<file path="src/rtl/core/matrix_corner_region_maximum_defines.svh">
// ----------------------------------------------------------------------------
// Assertion macros for the corner region maximum block
// Concurrent checks that can be compiled out by defining ASSERT_OFF.
// ----------------------------------------------------------------------------
`ifndef MATRIX_CORNER_REGION_MAXIMUM_DEFINES_SVH
`define MATRIX_CORNER_REGION_MAXIMUM_DEFINES_SVH

`ifndef ASSERT_OFF
// Property must hold at every clock edge outside reset.
`define MCRM_ASSERT(name, clk, rst_n, prop) \
  name: assert property (@(posedge clk) disable iff (!rst_n) prop) \
    else $error("assertion failed");
// Condition must never be true outside reset.
`define MCRM_ASSERT_NEVER(name, clk, rst_n, cond) \
  name: assert property (@(posedge clk) disable iff (!rst_n) !(cond)) \
    else $error("forbidden condition seen");
`else
`define MCRM_ASSERT(name, clk, rst_n, prop)
`define MCRM_ASSERT_NEVER(name, clk, rst_n, cond)
`endif

`endif

</file>
<file path="src/rtl/core/mcrm_pkg.sv">
// ----------------------------------------------------------------------------
// mcrm_pkg
// Shared types and constants of the corner region maximum block.
// ----------------------------------------------------------------------------
`timescale 1ns / 1ps
`default_nettype none

package mcrm_pkg;

  localparam int unsigned DataW = 32;
  localparam int unsigned SizeW = 4;

  // Side length after reset.
  localparam logic [SizeW-1:0] SizeReset = SizeW'(8);

  typedef logic signed [DataW-1:0] data_t;
  typedef logic [SizeW-1:0]        size_t;

  typedef struct packed {
    data_t value;
    logic  last;
  } mcrm_res_t;

endpackage

`default_nettype wire

</file>
<file path="src/rtl/core/mcrm_store.sv">
// ----------------------------------------------------------------------------
// mcrm_store
// Element memory: one write port, one read port, registered read data.
// ----------------------------------------------------------------------------
`timescale 1ns / 1ps
`default_nettype none

module mcrm_store #(
  parameter int unsigned AddrW = 6
) (
  input  logic                clk_i,
  input  logic                wr_en_i,
  input  logic [AddrW-1:0]    wr_addr_i,
  input  mcrm_pkg::data_t     wr_data_i,
  input  logic                rd_en_i,
  input  logic [AddrW-1:0]    rd_addr_i,
  output mcrm_pkg::data_t     rd_data_o
);
  import mcrm_pkg::*;

  data_t mem [2**AddrW];
  data_t rd_data_q;

  always_ff @(posedge clk_i) begin
    if (wr_en_i) begin
      mem[wr_addr_i] <= wr_data_i;
    end
    if (rd_en_i) begin
      rd_data_q <= mem[rd_addr_i];
    end
  end

  assign rd_data_o = rd_data_q;

endmodule

`default_nettype wire

</file>
<file path="src/rtl/core/mcrm_ctrl.sv">
// ----------------------------------------------------------------------------
// mcrm_ctrl
// Load sequencer and region scanner: fills the store, then walks each
// result's region through the read port and keeps a running maximum.
// ----------------------------------------------------------------------------
`timescale 1ns / 1ps
`default_nettype none

module mcrm_ctrl #(
  parameter int unsigned IdxW = 3
) (
  input  logic                  clk_i,
  input  logic                  rst_ni,
  input  logic [IdxW-1:0]       n_last_i,
  input  logic                  cfg_clear_i,
  input  logic                  in_valid_i,
  output logic                  in_ready_o,
  output logic                  wr_en_o,
  output logic [2*IdxW-1:0]     wr_addr_o,
  output logic                  rd_en_o,
  output logic [2*IdxW-1:0]     rd_addr_o,
  input  mcrm_pkg::data_t       rd_data_i,
  output logic                  res_valid_o,
  input  logic                  res_ready_i,
  output mcrm_pkg::mcrm_res_t   res_o
);
  import mcrm_pkg::*;

  typedef enum logic [2:0] {
    ST_LOAD,
    ST_SETUP,
    ST_SCAN,
    ST_DRAIN,
    ST_EMIT
  } state_e;

  state_e          state_q, state_d;
  logic [IdxW-1:0] ld_row_q, ld_row_d, ld_col_q, ld_col_d;
  logic [IdxW-1:0] res_row_q, res_row_d, res_col_q, res_col_d;
  logic [IdxW-1:0] a_q, a_d, b_q, b_d;
  logic            first_q, first_d;
  logic            rd_valid_q, rd_valid_d, rd_first_q, rd_first_d;
  data_t           best_q, best_d;

  logic            upper;
  logic [IdxW-1:0] r0, r1, c0, c1;
  logic            accept;

  // The current result's region depends on its side of the anti-diagonal.
  assign upper = ({1'b0, res_row_q} + {1'b0, res_col_q}) <= {1'b0, n_last_i};
  assign r0    = upper ? res_row_q : '0;
  assign c0    = upper ? res_col_q : '0;
  assign r1    = upper ? n_last_i  : res_row_q;
  assign c1    = upper ? n_last_i  : res_col_q;

  assign in_ready_o  = (state_q == ST_LOAD);
  assign accept      = in_valid_i && in_ready_o;
  assign wr_en_o     = accept;
  assign wr_addr_o   = {ld_row_q, ld_col_q};
  assign rd_en_o     = (state_q == ST_SCAN);
  assign rd_addr_o   = {a_q, b_q};
  assign res_valid_o = (state_q == ST_EMIT);
  assign res_o.value = best_q;
  assign res_o.last  = (res_row_q == n_last_i) && (res_col_q == n_last_i);

  always_comb begin
    state_d    = state_q;
    ld_row_d   = ld_row_q;
    ld_col_d   = ld_col_q;
    res_row_d  = res_row_q;
    res_col_d  = res_col_q;
    a_d        = a_q;
    b_d        = b_q;
    first_d    = first_q;
    rd_valid_d = 1'b0;
    rd_first_d = 1'b0;
    best_d     = best_q;

    // Read data arrives in the cycle after its address.
    if (rd_valid_q) begin
      if (rd_first_q || (rd_data_i > best_q)) begin
        best_d = rd_data_i;
      end
    end

    unique case (state_q)
      ST_LOAD: begin
        if (cfg_clear_i) begin
          ld_row_d = '0;
          ld_col_d = '0;
        end else if (accept) begin
          if (ld_col_q == n_last_i) begin
            ld_col_d = '0;
            if (ld_row_q == n_last_i) begin
              ld_row_d  = '0;
              res_row_d = '0;
              res_col_d = '0;
              state_d   = ST_SETUP;
            end else begin
              ld_row_d = ld_row_q + IdxW'(1);
            end
          end else begin
            ld_col_d = ld_col_q + IdxW'(1);
          end
        end
      end
      ST_SETUP: begin
        a_d     = r0;
        b_d     = c0;
        first_d = 1'b1;
        state_d = ST_SCAN;
      end
      ST_SCAN: begin
        rd_valid_d = 1'b1;
        rd_first_d = first_q;
        first_d    = 1'b0;
        if (b_q == c1) begin
          b_d = c0;
          if (a_q == r1) begin
            state_d = ST_DRAIN;
          end else begin
            a_d = a_q + IdxW'(1);
          end
        end else begin
          b_d = b_q + IdxW'(1);
        end
      end
      ST_DRAIN: begin
        state_d = ST_EMIT;
      end
      ST_EMIT: begin
        if (res_ready_i) begin
          state_d = ST_SETUP;
          if (res_col_q == n_last_i) begin
            res_col_d = '0;
            if (res_row_q == n_last_i) begin
              res_row_d = '0;
              state_d   = ST_LOAD;
            end else begin
              res_row_d = res_row_q + IdxW'(1);
            end
          end else begin
            res_col_d = res_col_q + IdxW'(1);
          end
        end
      end
      default: begin
        state_d = ST_LOAD;
      end
    endcase
  end

  always_ff @(posedge clk_i or negedge rst_ni) begin
    if (!rst_ni) begin
      state_q    <= ST_LOAD;
      ld_row_q   <= '0;
      ld_col_q   <= '0;
      res_row_q  <= '0;
      res_col_q  <= '0;
      a_q        <= '0;
      b_q        <= '0;
      first_q    <= 1'b0;
      rd_valid_q <= 1'b0;
      rd_first_q <= 1'b0;
      best_q     <= '0;
    end else begin
      state_q    <= state_d;
      ld_row_q   <= ld_row_d;
      ld_col_q   <= ld_col_d;
      res_row_q  <= res_row_d;
      res_col_q  <= res_col_d;
      a_q        <= a_d;
      b_q        <= b_d;
      first_q    <= first_d;
      rd_valid_q <= rd_valid_d;
      rd_first_q <= rd_first_d;
      best_q     <= best_d;
    end
  end

endmodule

`default_nettype wire

</file>
<file path="src/rtl/core/matrix_corner_region_maximum.sv">
// ----------------------------------------------------------------------------
// matrix_corner_region_maximum
// Corner region maximum of a square signed matrix loaded in row-major order.
// ----------------------------------------------------------------------------
//
//   Channel   Direction  Handshake               Payload
//   cfg       in         cfg_valid_i/cfg_ready_o matrix_size_i
//   in        in         in_valid_i/in_ready_o   element_value_i
//   out       out        out_valid_o/out_ready_i region_max_o, last_result_o
//
// The block takes one element per cycle while it loads. For each result,
// every element of its region is then read once through the single read
// port of the element store, after a step that sets up the region walk; a
// drain step lets the last read return, and an emit step hands the result
// to the output register. Reset is asynchronous and active low; it empties
// the load counters and the output register and sets the side length to 8.
// The element store itself is not cleared. A stalled output holds the
// scanner in its emit state, and no new element is taken until the last
// result has moved into the output register.
// ----------------------------------------------------------------------------
`timescale 1ns / 1ps
`default_nettype none
`include "matrix_corner_region_maximum_defines.svh"

module matrix_corner_region_maximum #(
  parameter int unsigned MAX_DIM = 8
) (
  input  logic                 clk_i,
  input  logic                 rst_ni,
  // Configuration write channel.
  input  logic                 cfg_valid_i,
  output logic                 cfg_ready_o,
  input  mcrm_pkg::size_t      matrix_size_i,
  // Element request channel.
  input  logic                 in_valid_i,
  output logic                 in_ready_o,
  input  mcrm_pkg::data_t      element_value_i,
  // Result request channel.
  output logic                 out_valid_o,
  input  logic                 out_ready_i,
  output mcrm_pkg::data_t      region_max_o,
  output logic                 last_result_o
);
  import mcrm_pkg::*;

  // Row and column indexes; the store is addressed as {row, column}, so its
  // layout does not depend on the side length in use.
  localparam int unsigned IdxW  = (MAX_DIM > 1) ? $clog2(MAX_DIM) : 1;
  localparam int unsigned AddrW = 2 * IdxW;

  size_t           size_q;
  logic [IdxW-1:0] n_last;
  logic            cfg_write;

  logic            wr_en, rd_en;
  logic [AddrW-1:0] wr_addr, rd_addr;
  data_t           rd_data;

  logic            res_valid, res_ready;
  mcrm_res_t       res;

  logic            out_valid_q;
  mcrm_res_t       out_res_q;

  // The configuration register is always writable; a write also restarts
  // the load of a partly delivered matrix.
  assign cfg_ready_o = 1'b1;
  assign cfg_write   = cfg_valid_i && cfg_ready_o;

  always_ff @(posedge clk_i or negedge rst_ni) begin
    if (!rst_ni) begin
      size_q <= SizeReset;
    end else if (cfg_write) begin
      size_q <= matrix_size_i;
    end
  end

  // Last row and column index: a size of zero acts as one, and anything
  // above the largest supported side acts as that side.
  always_comb begin
    if (size_q == '0) begin
      n_last = '0;
    end else if (size_q > SizeW'(MAX_DIM)) begin
      n_last = IdxW'(MAX_DIM - 1);
    end else begin
      n_last = IdxW'(size_q - SizeW'(1));
    end
  end

  mcrm_store #(
    .AddrW (AddrW)
  ) u_store (
    .clk_i     (clk_i),
    .wr_en_i   (wr_en),
    .wr_addr_i (wr_addr),
    .wr_data_i (element_value_i),
    .rd_en_i   (rd_en),
    .rd_addr_i (rd_addr),
    .rd_data_o (rd_data)
  );

  mcrm_ctrl #(
    .IdxW (IdxW)
  ) u_ctrl (
    .clk_i       (clk_i),
    .rst_ni      (rst_ni),
    .n_last_i    (n_last),
    .cfg_clear_i (cfg_write),
    .in_valid_i  (in_valid_i),
    .in_ready_o  (in_ready_o),
    .wr_en_o     (wr_en),
    .wr_addr_o   (wr_addr),
    .rd_en_o     (rd_en),
    .rd_addr_o   (rd_addr),
    .rd_data_i   (rd_data),
    .res_valid_o (res_valid),
    .res_ready_i (res_ready),
    .res_o       (res)
  );

  // Output register: the scanner hands over a result whenever the register
  // is empty or its content is being taken in the same cycle.
  assign res_ready = !out_valid_q || out_ready_i;

  always_ff @(posedge clk_i or negedge rst_ni) begin
    if (!rst_ni) begin
      out_valid_q <= 1'b0;
    end else if (res_valid && res_ready) begin
      out_valid_q <= 1'b1;
    end else if (out_ready_i) begin
      out_valid_q <= 1'b0;
    end
  end

  always_ff @(posedge clk_i) begin
    if (res_valid && res_ready) begin
      out_res_q <= res;
    end
  end

  assign out_valid_o   = out_valid_q;
  assign region_max_o  = out_res_q.value;
  assign last_result_o = out_res_q.last;

  // Elements are never taken while the scanner holds a finished result.
  `MCRM_ASSERT_NEVER(a_load_during_emit, clk_i, rst_ni, in_ready_o && res_valid)
  // Handing over the final result reopens the element channel.
  `MCRM_ASSERT(a_reload_after_last, clk_i, rst_ni,
               (res_valid && res_ready && res.last) |=> in_ready_o)

endmodule

`default_nettype wire

</file>
<file path="config.mk">
export PLATFORM = sky130hd
export DESIGN_NAME = matrix_corner_region_maximum
export DESIGN_NICKNAME = d
export VERILOG_FILES = /design/src/rtl/core/mcrm_pkg.sv /design/src/rtl/core/mcrm_store.sv /design/src/rtl/core/mcrm_ctrl.sv /design/src/rtl/core/matrix_corner_region_maximum.sv
export VERILOG_INCLUDE_DIRS = /design/src /design/src/rtl/core
export SDC_FILE = /design/constraint.sdc
export NUM_CORES = 2
export LEC_CHECK = 0
export ABC_AREA = 1
export BUFFER_PORTS_ARGS = -buffer_cell sky130_fd_sc_hd__buf_2
export CAP_MARGIN = 30
export CELL_PAD_IN_SITES_DETAIL_PLACEMENT = 1
export CELL_PAD_IN_SITES_GLOBAL_PLACEMENT = 1
export CORE_ASPECT_RATIO = 2
export CORE_MARGIN = 4
export CORE_UTILIZATION = 30
export DETAILED_ROUTE_END_ITERATION = 8
export PLACE_DENSITY_LB_ADDON = 0.1
export SLEW_MARGIN = 20
export SYNTH_ARGS = -nofsm -noshare
export SYNTH_HDL_FRONTEND = slang
export SYNTH_SLANG_ARGS = --single-unit
</file>
<file path="constraint.sdc">
create_clock -name clk_i -period 3.4 [get_ports clk_i]
set_clock_uncertainty 0.05 [all_clocks]
set_input_delay 0.17 -clock clk_i [delete_from_list [all_inputs] [get_ports clk_i]]
set_output_delay 0.17 -clock clk_i [all_outputs]
set_load 0.01 [all_outputs]
</file>
==> impl_metrics.csv <==
group,metric,value,unit
status,run_status,"finished clean",
setup_path,peak_fanout_along_the_critical_path,26,
logic_synthesis,postSynth.topFlopCell,"sky130_fd_sc_hd__edfxtp_1",
detailed_routing,avgRoutedWirePerCell,29.4,µm
clock_tree,cts_max_level,4,
clock_tree,clkLatencyLatePin,880,ps
power_and_ir_drop,cellPowerDensity,825,nW/µm²
cells_and_area,nNetsFinal,7045,
sta,unrepaired_setup_endpoints_after_global_routing,"no",
floorplanning,die_area,296000,µm²
setup_path,cp_startpoint_kind,"flop",
detailed_routing,detailedRoute.firstIterationViolations,3619,
cells_and_area,layout-drive-gt1-share,12.0,%
sta,timing_hold_violations_final,0,
setup_path,worst-path-buf-inv,4,
clock_tree,ctsLongestPathBuffers,4,
sta,setup_viol,0,
placement,place_hpwl,197000,µm
logic_synthesis,postSynthRegisterBits,2174,
setup_path,cp_num_cells,10,
sta,layout_worst_path_cycle_share,95.1,%
detailed_routing,post-route-drc-count,0,
setup_path,ff2ff_path_depth,10,
power_and_ir_drop,vdd_ir_drop_max,452,µV
sta,post-route-min-period,3230,ps
detailed_routing,first_pass_iters,5,
logic_synthesis,synth_enable_flop_cells,2113,
setup_path,critical_path_launch_point,"u_ctrl.b_q[1]",
clock_tree,cts-root-buf,"sky130_fd_sc_hd__clkbuf_16",
floorplanning,die_h,766,µm
setup_path,critPathTopFamily,"buffers and inverters",
grt,grt-busiest-layer,"met2",
logic_synthesis,seq_area_frac_synth,75.4,%
grt,grt_start_max_net_pins,96,
cells_and_area,mostFrequentLayoutCell,"sky130_fd_sc_hd__edfxtp_1",
grt,grt_util_met1,23.5,%
logic_synthesis,post_synthesis_mean_instance_area,12.9,µm²
grt,grt_first_pass_wirelength,453000,µm
placement,input_output_buffers,75,
sta,worst_slew_pin_slew,1040,ps
setup_path,critical_path.cell_chain,"inv_8 -> buf_4 -> buf_4 -> o21ai_0 -> o22ai_1 -> o21ai_0 -> o22ai_1 -> nor2_1 -> o21ai_1 -> buf_4",
setup_path,timing.critical_path.to_type,"flop",
grt,number_of_global_route_vias_before_repair,61100,
setup_path,regToRegEndpoint,"u_store.rd_data_o[3]",
clock_tree,cts_made_buffers,206,
clock_tree,cts.reportedPaths.clkPinSlew,70,ps
logic_synthesis,yosysUniqueCellTypes,40,
setup_path,criticalPathCategory,"reg2reg",
detailed_routing,postRouteWirelength,321000,µm
detailed_routing,route.antenna.remaining_nets,0,
logic_synthesis,yosys_warnings,0,
cells_and_area,flow.area_growth_from_synthesis,18.0,%
grt,global_route_met2_utilization,40.4,%
setup_path,crit_path_max_incr_delay,590,ps
sta,max_freq,309,MHz
min_path,cell_depth_of_the_worst_min_delay_path,5,
sta,holdWs,172,ps
clock_tree,clock-sinks,2174,
setup_path,worstPathRequired,4100,ps
placement,routabilityCongestion,0.770,
setup_path,crit_path_frequent_cell,"sky130_fd_sc_hd__buf_4",
setup_path,worstSetupEndpoint,"u_store.rd_data_o[3]",
floorplanning,fp.dieW,387,µm
cells_and_area,postLayoutCoreUtil,35.5,%
power_and_ir_drop,p_leak,33.2,nW
sta,timing.slew.headroom,30.1,%
floorplanning,num_io_pins,77,
grt,antenna_found_initial,25,
floorplanning,floorplan.initialDensity,30.1,%
floorplanning,fp-row-count,278,
setup_path,cp_slowest_cell,"sky130_fd_sc_hd__dfrtp_4",
grt,overflow_left_after_global_routing,0,
detailed_routing,routed_via_density,5.24,
run,maxCapViolations,0,
min_path,hold_class,"in2reg",
sta,tns,0,ps
logic_synthesis,postSynthNetCount,6753,
grt,groute.usage.overall,21.1,%
logic_synthesis,synth_area,86100,µm²
floorplanning,core_area,286000,µm²
sta,report.final.slew_viol_count,0,
setup_path,worst-endpoint-arrival,3930,ps
logic_synthesis,post_synthesis_async_set_or_reset_flop_share,2.81,%
cells_and_area,final_cell_mix,"sky130_fd_sc_hd__edfxtp_1 (2113), sky130_fd_sc_hd__nor2_1 (1243), sky130_fd_sc_hd__o21ai_0 (1203)",
clock_tree,cts_tree,"built",
logic_synthesis,syn-instance-count,6666,
setup_path,timing.reg2reg.setup_slack,170,ps
grt,global_route.usage.met3,2.78,%
setup_path,rr_startpoint,"u_ctrl.b_q[1]",
detailed_routing,route.vias.total,57100,
-- sequential cells by signal (all words and copies together), names as in the netlist, 3 cells and up --
name	count
u_ctrl.ld_row_q	3
u_ctrl.best_q	32
u_store.rd_data_o	32
u_ctrl.a_q	3
u_ctrl.res_col_q	3
size_q	4
u_ctrl.ld_col_q	3
u_ctrl.res_row_q	3
u_store.mem	2048
region_max_o	32
u_ctrl.b_q	3
u_ctrl.state_q	3
-- cell families (layout without fill, tap and decap cells) --
logic type               Yosys count  in the layout  share of synthesized area (%)
flip-flops                      2174           2174                           75.4
AND/OR/NAND/NOR                 1960           1960                           8.91
AO/OA/AOI/OAI                   1926           1926                           12.1
buffers and inverters            546            990                           2.74
adder cells (fa/ha/maj)           46             46                          0.677
XOR/XNOR                          13             13                          0.132
other                              1             10                        0.00435
-- where the power goes --
group,total [mW],internal [mW],leakage [nW],switching (mW)
registers,31.9,30.7,19.8,1.26
logic,29.3,9.09,10.3,20.2
clock network,22.7,12.4,3.11,10.2
-- worst reg2reg max path, delay by kind of cell (launching register included) --
kind            cells  cell delay (ps)
compound gates      5             1080
flops               1              590
buf+inv             4             1250
simple gates        1              150
-- per-stage QoR --
stage	setup slack, ps	instance area, µm²	std cells	total power [mW]
after global placement	30.3	94500	10500	61.8
after global routing	18.0	102000	10900	88.3
after floorplan	62.0	86100	6666	47.1
after CTS	32.3	102000	10900	85.1
after detailed placement	62.4	94700	10500	62.2
final	168	102000	10900	83.9
-- worst min-delay path by stage --
stage	from	to
global route	out_ready_i	out_valid_o
global placement	rst_ni	size_q[0]
floorplan	rst_ni	out_valid_o
CTS	out_ready_i	out_valid_o
detailed placement	rst_ni	size_q[0]
finish	out_ready_i	out_valid_o
-- layer usage --
| metal | vias to the layer above | share of wire [%] |
|---|---|---|
| li1 | 25200 | - |
| met1 | 30200 | 38 |
| met2 | 1076 | 54 |
| met5 | - | 0.031 |
| met4 | 14 | 4.3 |
| met3 | 513 | 3.9 |
-- cells in the mapped netlist, drive strengths merged (3+ instances only) --
library cell / n / area share [%]
edfxtp: 2113 / 74
nor2: 1310 / 5.7
o21ai: 1284 / 7.5
o22ai: 597 / 4.3
nand2: 442 / 1.9
clkbuf: 284 / 1.2
buf: 175 / 1.1
nand3: 174 / 1.0
inv: 85 / 0.37
dfrtp: 60 / 1.7
ha: 45 / 0.65
a21oi: 29 / 0.17
nand4: 14 / 0.10
xor2: 11 / 0.11
nor3: 9 / 0.058
o211ai: 8 / 0.070
or2: 4 / 0.029
a211oi: 3 / 0.026
nand3b: 3 / 0.026
-- timing repair --
item / in CTS / in global routing
hold buffers: 55 / 0
endpoints found under the hold margin: 1472 / 0
endpoints found under the setup margin: 0 / 35
setup buffers: 0 / 2
gates resized for setup: 0 / 4
-- cell type report --
cell class,count,area (µm²)
Antenna cell,9,22.5
Clock buffer,251,5440
Clock inverter,109,885
Fill cell,29900,185000
Inverter,87,368
Multi-Input combinational cell,3946,19300
Sequential cell,2174,65000
Tap cell,3780,4730
Timing Repair Buffer,543,5910
Power figures use the tool's default switching activity.
